File: src/rtl/frac_pkg.sv
// Shared constants and controller/datapath interface types for the fraction reducer.
`timescale 1ns / 1ps

package frac_pkg;

    localparam int DATA_WIDTH = 32;
    localparam int CNT_W      = $clog2(DATA_WIDTH);

    // Largest magnitude that fits a signed output field
    localparam logic [DATA_WIDTH-1:0] MAX_MAG = {1'b0, {(DATA_WIDTH-1){1'b1}}};

    // Operand pair routed into the shared serial divider
    typedef enum logic [1:0] {
        DIV_EUCLID,
        DIV_NUMER,
        DIV_DENOM
    } div_sel_t;

    typedef struct packed {
        logic     load;
        logic     div_start;
        div_sel_t div_sel;
        logic     div_step;
        logic     euc_upd;
        logic     save_num;
        logic     save_den;
        logic     out_write;
    } frac_cmd_t;

    typedef struct packed {
        logic mag_zero;
        logic b_zero;
        logic div_last;
        logic out_busy;
    } frac_sts_t;

endpackage

File: src/rtl/frac_dpath.sv
// Datapath: magnitudes, Euclid registers, shared restoring divider and output register.
`timescale 1ns / 1ps

module frac_dpath
(
    input  logic                                   clk,
    input  logic                                   rst_n,
    input  logic signed [frac_pkg::DATA_WIDTH-1:0] numer_in,
    input  logic signed [frac_pkg::DATA_WIDTH-1:0] denom_in,
    input  frac_pkg::frac_cmd_t                    cmd,
    output frac_pkg::frac_sts_t                    sts,
    output logic signed [frac_pkg::DATA_WIDTH-1:0] numer_out,
    output logic        [frac_pkg::DATA_WIDTH-2:0] denom_out,
    output logic                                   out_valid,
    input  logic                                   out_stall
);
    import frac_pkg::*;

    logic [DATA_WIDTH-1:0] n_mag;
    logic [DATA_WIDTH-1:0] d_mag;
    logic                  sign_in;

    logic [DATA_WIDTH-1:0] a_reg,   a_next;
    logic [DATA_WIDTH-1:0] b_reg,   b_next;
    logic [DATA_WIDTH-1:0] nm_reg,  nm_next;
    logic [DATA_WIDTH-1:0] dm_reg,  dm_next;
    logic [DATA_WIDTH-1:0] dvd_reg, dvd_next;
    logic [DATA_WIDTH-1:0] dvs_reg, dvs_next;
    logic [DATA_WIDTH-1:0] rem_reg, rem_next;
    logic                  neg_reg, neg_next;
    logic [CNT_W-1:0]      cnt_reg, cnt_next;
    logic [DATA_WIDTH-1:0] numer_out_reg, numer_out_next;
    logic [DATA_WIDTH-2:0] denom_out_reg, denom_out_next;
    logic                  out_valid_reg, out_valid_next;

    logic [DATA_WIDTH:0]   trial;
    logic                  borrow;
    logic [DATA_WIDTH-1:0] nm_sat;
    logic [DATA_WIDTH-1:0] dm_sat;

    assign n_mag   = numer_in[DATA_WIDTH-1] ? (~$unsigned(numer_in) + 1'b1) : $unsigned(numer_in);
    assign d_mag   = denom_in[DATA_WIDTH-1] ? (~$unsigned(denom_in) + 1'b1) : $unsigned(denom_in);
    assign sign_in = (numer_in[DATA_WIDTH-1] ^ denom_in[DATA_WIDTH-1])
                     && (n_mag != '0) && (d_mag != '0);

    // One quotient bit per cycle: shift the next dividend bit into the partial remainder
    assign trial  = {rem_reg, dvd_reg[DATA_WIDTH-1]} - {1'b0, dvs_reg};
    assign borrow = trial[DATA_WIDTH];

    assign nm_sat = (nm_reg > MAX_MAG) ? MAX_MAG : nm_reg;
    assign dm_sat = (dm_reg > MAX_MAG) ? MAX_MAG : dm_reg;

    always_comb
    begin
        a_next         = a_reg;
        b_next         = b_reg;
        nm_next        = nm_reg;
        dm_next        = dm_reg;
        dvd_next       = dvd_reg;
        dvs_next       = dvs_reg;
        rem_next       = rem_reg;
        neg_next       = neg_reg;
        cnt_next       = cnt_reg;
        numer_out_next = numer_out_reg;
        denom_out_next = denom_out_reg;
        out_valid_next = out_valid_reg;

        if (out_valid_reg && !out_stall)
        begin
            out_valid_next = 1'b0;
        end

        if (cmd.load)
        begin
            a_next   = n_mag;
            b_next   = d_mag;
            nm_next  = n_mag;
            dm_next  = d_mag;
            neg_next = sign_in;
        end

        if (cmd.save_num)
        begin
            nm_next = dvd_reg;
        end

        if (cmd.save_den)
        begin
            dm_next = dvd_reg;
        end

        if (cmd.euc_upd)
        begin
            a_next = b_reg;
            b_next = rem_reg;
        end

        if (cmd.div_start)
        begin
            rem_next = '0;
            cnt_next = '0;
            unique case (cmd.div_sel)
                DIV_EUCLID:
                begin
                    dvd_next = a_reg;
                    dvs_next = b_reg;
                end
                DIV_NUMER:
                begin
                    dvd_next = nm_reg;
                    dvs_next = a_reg;
                end
                DIV_DENOM:
                begin
                    dvd_next = dm_reg;
                    dvs_next = a_reg;
                end
                default:
                begin
                    dvd_next = a_reg;
                    dvs_next = b_reg;
                end
            endcase
        end
        else if (cmd.div_step)
        begin
            rem_next = borrow ? {rem_reg[DATA_WIDTH-2:0], dvd_reg[DATA_WIDTH-1]}
                              : trial[DATA_WIDTH-1:0];
            dvd_next = {dvd_reg[DATA_WIDTH-2:0], ~borrow};
            cnt_next = cnt_reg + 1'b1;
        end

        if (cmd.out_write)
        begin
            numer_out_next = neg_reg ? (~nm_sat + 1'b1) : nm_sat;
            denom_out_next = dm_sat[DATA_WIDTH-2:0];
            out_valid_next = 1'b1;
        end
    end

    always_ff @(posedge clk or negedge rst_n)
    begin
        if (!rst_n)
        begin
            out_valid_reg <= 1'b0;
            cnt_reg       <= '0;
        end
        else
        begin
            out_valid_reg <= out_valid_next;
            cnt_reg       <= cnt_next;
        end
    end

    always_ff @(posedge clk)
    begin
        a_reg         <= a_next;
        b_reg         <= b_next;
        nm_reg        <= nm_next;
        dm_reg        <= dm_next;
        dvd_reg       <= dvd_next;
        dvs_reg       <= dvs_next;
        rem_reg       <= rem_next;
        neg_reg       <= neg_next;
        numer_out_reg <= numer_out_next;
        denom_out_reg <= denom_out_next;
    end

    assign sts.mag_zero = (a_reg == '0) || (b_reg == '0);
    assign sts.b_zero   = (b_reg == '0);
    assign sts.div_last = (cnt_reg == CNT_W'(DATA_WIDTH - 1));
    assign sts.out_busy = out_valid_reg && out_stall;

    assign numer_out = $signed(numer_out_reg);
    assign denom_out = denom_out_reg;
    assign out_valid = out_valid_reg;

endmodule

File: src/rtl/frac_ctrl.sv
// Controller: sequences load, Euclid remainder steps, the two divisions and the result write.
`timescale 1ns / 1ps

module frac_ctrl
(
    input  logic                clk,
    input  logic                rst_n,
    input  logic                in_valid,
    output logic                in_stall,
    input  frac_pkg::frac_sts_t sts,
    output frac_pkg::frac_cmd_t cmd
);
    import frac_pkg::*;

    typedef enum logic [3:0] {
        ST_IDLE,
        ST_CHECK,
        ST_DIV_E,
        ST_EUPD,
        ST_ETEST,
        ST_DIV_N,
        ST_SAVE_N,
        ST_DIV_D,
        ST_SAVE_D,
        ST_OUT
    } state_t;

    state_t state_reg, state_next;

    always_comb
    begin
        state_next    = state_reg;
        cmd           = '0;
        cmd.div_sel   = DIV_EUCLID;

        unique case (state_reg)
            ST_IDLE:
            begin
                if (in_valid)
                begin
                    cmd.load   = 1'b1;
                    state_next = ST_CHECK;
                end
            end
            ST_CHECK:
            begin
                // Zero magnitude: divisor is one, pass magnitudes through
                if (sts.mag_zero)
                begin
                    state_next = ST_OUT;
                end
                else
                begin
                    cmd.div_start = 1'b1;
                    cmd.div_sel   = DIV_EUCLID;
                    state_next    = ST_DIV_E;
                end
            end
            ST_DIV_E:
            begin
                cmd.div_step = 1'b1;
                if (sts.div_last)
                begin
                    state_next = ST_EUPD;
                end
            end
            ST_EUPD:
            begin
                cmd.euc_upd = 1'b1;
                state_next  = ST_ETEST;
            end
            ST_ETEST:
            begin
                cmd.div_start = 1'b1;
                if (sts.b_zero)
                begin
                    cmd.div_sel = DIV_NUMER;
                    state_next  = ST_DIV_N;
                end
                else
                begin
                    cmd.div_sel = DIV_EUCLID;
                    state_next  = ST_DIV_E;
                end
            end
            ST_DIV_N:
            begin
                cmd.div_step = 1'b1;
                if (sts.div_last)
                begin
                    state_next = ST_SAVE_N;
                end
            end
            ST_SAVE_N:
            begin
                cmd.save_num  = 1'b1;
                cmd.div_start = 1'b1;
                cmd.div_sel   = DIV_DENOM;
                state_next    = ST_DIV_D;
            end
            ST_DIV_D:
            begin
                cmd.div_step = 1'b1;
                if (sts.div_last)
                begin
                    state_next = ST_SAVE_D;
                end
            end
            ST_SAVE_D:
            begin
                cmd.save_den = 1'b1;
                state_next   = ST_OUT;
            end
            ST_OUT:
            begin
                // Hold until the output register frees up
                if (!sts.out_busy)
                begin
                    cmd.out_write = 1'b1;
                    state_next    = ST_IDLE;
                end
            end
            default:
            begin
                state_next = ST_IDLE;
            end
        endcase
    end

    always_ff @(posedge clk or negedge rst_n)
    begin
        if (!rst_n)
        begin
            state_reg <= ST_IDLE;
        end
        else
        begin
            state_reg <= state_next;
        end
    end

    assign in_stall = (state_reg != ST_IDLE);

endmodule

File: src/rtl/fraction_reducer.sv
// Top level: reduces a signed fraction to lowest terms with Euclid's algorithm.
`timescale 1ns / 1ps

// Takes one item (numer_in, denom_in) at a time and returns numer_out / denom_out in
// lowest terms, sign on the numerator, denominator never negative. Items are handled one
// at a time; one shared restoring divider produces one quotient bit per cycle. With
// either magnitude zero the magnitudes pass straight through to the result. Otherwise the
// block runs Euclid remainder steps (at most 45 for 32-bit operands), each a full
// division followed by an update, then two divisions by the divisor. A finished result
// waits in the output register while the next item is accepted and worked on. A reduced
// magnitude of 2^31 saturates to 2^31-1.
module fraction_reducer
(
    input  logic                                   clk,
    input  logic                                   rst_n,
    input  logic                                   in_valid,
    output logic                                   in_stall,
    input  logic signed [frac_pkg::DATA_WIDTH-1:0] numer_in,
    input  logic signed [frac_pkg::DATA_WIDTH-1:0] denom_in,
    output logic                                   out_valid,
    input  logic                                   out_stall,
    output logic signed [frac_pkg::DATA_WIDTH-1:0] numer_out,
    output logic        [frac_pkg::DATA_WIDTH-2:0] denom_out
);
    import frac_pkg::*;

    frac_cmd_t cmd;
    frac_sts_t sts;

    frac_ctrl u_ctrl
    (
        .clk      (clk),
        .rst_n    (rst_n),
        .in_valid (in_valid),
        .in_stall (in_stall),
        .sts      (sts),
        .cmd      (cmd)
    );

    frac_dpath u_dpath
    (
        .clk       (clk),
        .rst_n     (rst_n),
        .numer_in  (numer_in),
        .denom_in  (denom_in),
        .cmd       (cmd),
        .sts       (sts),
        .numer_out (numer_out),
        .denom_out (denom_out),
        .out_valid (out_valid),
        .out_stall (out_stall)
    );

endmodule
File: config.mk
export PLATFORM = sky130hd
export DESIGN_NAME = fraction_reducer
export DESIGN_NICKNAME = d
export VERILOG_FILES = /design/src/rtl/frac_pkg.sv /design/src/rtl/frac_dpath.sv /design/src/rtl/frac_ctrl.sv /design/src/rtl/fraction_reducer.sv
export SDC_FILE = /design/constraint.sdc
export NUM_CORES = 1
export LEC_CHECK = 0
export ABC_AREA = 1
export BUFFER_PORTS_ARGS = -buffer_cell sky130_fd_sc_hd__buf_2
export CAP_MARGIN = 20
export CORE_MARGIN = 2
export CORE_UTILIZATION = 40
export CTS_CLUSTER_DIAMETER = 40
export CTS_CLUSTER_SIZE = 16
export DETAILED_ROUTE_END_ITERATION = 8
export GPL_TIMING_DRIVEN = 1
export PLACE_DENSITY = 0.66
export SLEW_MARGIN = 20
export SYNTH_ARGS = -nofsm -noshare
export SYNTH_HDL_FRONTEND = slang
export SYNTH_HIERARCHICAL = 1
export SYNTH_SLANG_ARGS = --single-unit
export TNS_END_PERCENT = 10
File: constraint.sdc
create_clock -name clk -period 17.1 [get_ports clk]
set_input_delay 3.42 -clock clk [delete_from_list [all_inputs] [get_ports clk]]
set_output_delay 3.42 -clock clk [all_outputs]
set_load 0.05 [all_outputs]
==> results.py <==
metrics = {
    "global_route": {
        "antenna_found_initial": 1,
        "grt_use_total": 0.252,
        "overflow": 0,
        "grt_pass1_wl_mm": 92.1,
        "grt_max_degree": 77,
        "grt_pass1_vias": 16000,
    },
    "timing": {
        "final_hold_viol_count": 0,
        "min_period_over_period": 0.307,
        "finalMaxSlewViolations": 0,
        "tightest_slew_ns": 0.984,
        "rsz0062_at_grt": "no",
        "max_freq_mhz": 191,
        "period_needed_ns": 5.24,
        "skew_ns": 0.0169,
        "setup_viol": 0,
        "setup_tns_ns": 0,
        "max-slew-margin-rel": 0.343,
    },
    "clock_tree": {
        "clk_path_buf_depth": 3,
        "clkTransAtPathRegs_ns": 0.06,
        "post-cts-setup-buffers": 0,
        "cts_tree": "built",
        "ctsResizeCount": 0,
        "cts_sinks": 298,
        "cts-buffers-inserted": 48,
        "clk_latency_ns": 0.59,
        "h-tree-depth": 2,
        "clockRootBuffer": "clkbuf_16",
        "postCtsHoldBufs": 0,
    },
    "floorplan": {
        "die_x_um": 218,
        "die_area_um2": 47700,
        "initial_utilization": 0.405,
        "pin_count": 133,
        "core_area_um2": 45400,
        "die_h_um": 218,
        "row_count": 78,
    },
    "layout": {
        "drive_above_1_share": 0.105,
        "fillers": 4538,
        "n_antenna_cell": 0,
        "final_area_um2": 21300,
        "fin_cells": 3210,
        "fin_util": 0.469,
        "nets": 2678,
        "syn2layout_area_growth_pct": 15.7,
    },
    "critical_path": {
        "reg2reg_slack_ns": 12.17,
        "cpPeakStageDelay_ns": 0.28,
        "r2r_cells": 12,
        "end_kind": "register",
        "crit_chain": "buf_2 > inv_1 > ha_1 > nand3_1 > nor2_1 > nand2_1 > o21ai_2 > nand3_1 > nand2_1 > nand2_1 > nor2_1 > nand4_1 > nor2_1 > nor2_1",
        "required_ns": 17.43,
        "crit_slowest_cell": "o21ai_2",
        "critPathKind": "in -> reg",
        "worstSetupStartpointType": "primary input",
        "cp_common_cell": "nor2_1",
        "critical_path_arrival_ns": 5.57,
        "path_max_fanout": 7,
    },
    "synthesis": {
        "synth_top_area_share": 0.418,
        "syn_area_um2": 18400,
        "yosysMostFrequentCell": "nand2_1",
        "yosysTopAreaCell": "edfxtp_1",
        "ys_seq_area_frac": 0.466,
        "synth_area_per_cell_um2": 7.49,
        "synthCells": 2456,
        "ys_warn_count": 6,
        "synth_nets": 2564,
        "synth.area.top_cells": "edfxtp_1, nand2_1, inv_1",
        "ys_async_sr_fraction": 0.0336,
        "synth_ff_type": "edfxtp_1",
        "synthTopCellsByCount": "nand2_1, inv_1, edfxtp_1, nor2_1, o21ai_0",
        "synth_seq_cells": 298,
        "synthDistinctLibCells": 41,
        "synth_edf_count": 256,
    },
    "placed_design": {
        "place_inst": 3120,
        "port_buffers": 132,
        "place.gp.congestion": 1.03,
        "dp_hpwl_mm": 46.7,
        "placed_area_um2": 19600,
    },
    "run": {
        "maxCapViolations": 0,
    },
    "drt": {
        "routed_via_density": 5.34,
        "drt_pass1_iterations": 6,
        "drtIter0Drc": 2079,
        "drt_wl_total_mm": 60.6,
        "drc": 0,
        "ant_nets": 0,
        "vias": 17200,
        "wl_per_cell_um": 18.9,
    },
    "min_path": {
        "holdCritPathClass": "reg -> reg",
        "hold_depth": 2,
    },
    "pwr": {
        "p_leak_nw": 9.63,
        "ir_worst_vdd_v": 0.0000904,
        "power.total_mw": 3.30,
        "power_density_nw_per_um2": 155,
    },
    "run_status": {
        "outcome": "finished, final reports clean",
    },
}
==> placed cells by master, fill, tap and decap left out, types with 12 or more instances in the layout <==
master,count
nand3_1,143
nor3_1,23
nor4_1,20
inv_8,12
xor2_1,34
dfxtp_1,32
nand2_1,767
xnor2_1,20
a21oi_1,72
inv_1,335
nor2_1,253
buf_4,18
ha_1,38
clkbuf_16,49
o21ai_0,203
o22ai_1,44
nand4_1,36
buf_2,132
edfxtp_1,256
==> path summary, 6_finish.rpt <==
| path | start | endpoint |
|---|---|---|
| setup / recovery | denom_in[0] | u_dpath/neg_reg |
| hold / removal | u_dpath/rem_reg[16] | u_dpath/rem_reg[16] |
| setup reg to reg | u_dpath/b_reg[27] | u_dpath/dvd_reg[19] |
| hold reg to reg | u_dpath/rem_reg[16] | u_dpath/rem_reg[16] |
| max in group asynchronous | rst_n | u_dpath/out_valid |
| min in group asynchronous | rst_n | u_ctrl/state_reg[3] |
==> power breakdown <==
| group | switching (mW) | internal (mW) | leakage, nW |
|---|---|---|---|
| sequential | 0.147 | 1.12 | 2.78 |
| combinational | 0.761 | 0.274 | 6.02 |
| clock | 0.422 | 0.580 | 0.825 |
==> cell type report <==
type,instances,area (um2),area share
multi-input combinational,1726,8160,0.383
timing repair buffer,150,796,0.0374
sequential,298,8580,0.403
inverter,346,1300,0.0610
clock inverter,38,458,0.0215
tap,600,751,0.0353
clock buffer,52,1250,0.0586
==> cell families after synthesis <==
kind of cell / after synthesis / share of synthesized area
flops: 298 / 0.466
simple gates: 1274 / 0.284
xor+xnor: 54 / 0.0257
fa+ha+maj: 40 / 0.0276
compound gates: 358 / 0.104
buf+inv: 432 / 0.0919
==> critical path, delay by kind of cell <==
kind	cells	cell delay (ns)
fa+ha+maj	1	0.27
compound gates	1	0.28
simple gates	10	1.28
buf+inv	2	0.32
==> through the flow <==
step           worst slack (ns)  hold slack (ns)
2_1_floorplan              6.80            0.448
3_3_place_gp              11.35            0.463
3_5_place_dp              11.33            0.463
4_1_cts                   11.92            0.476
5_1_grt                   11.61            0.495
6_report                  11.86            0.475
==> routing by layer <==
layer,part of all wire,vias up,track usage
met4,0.031,0,0.0871
met1,0.43,7953,0.346
met5,0,-,0
met2,0.45,817,0.397
li1,-,8280,-
met3,0.095,100,0.0498
Power figures use the tool's default switching activity.
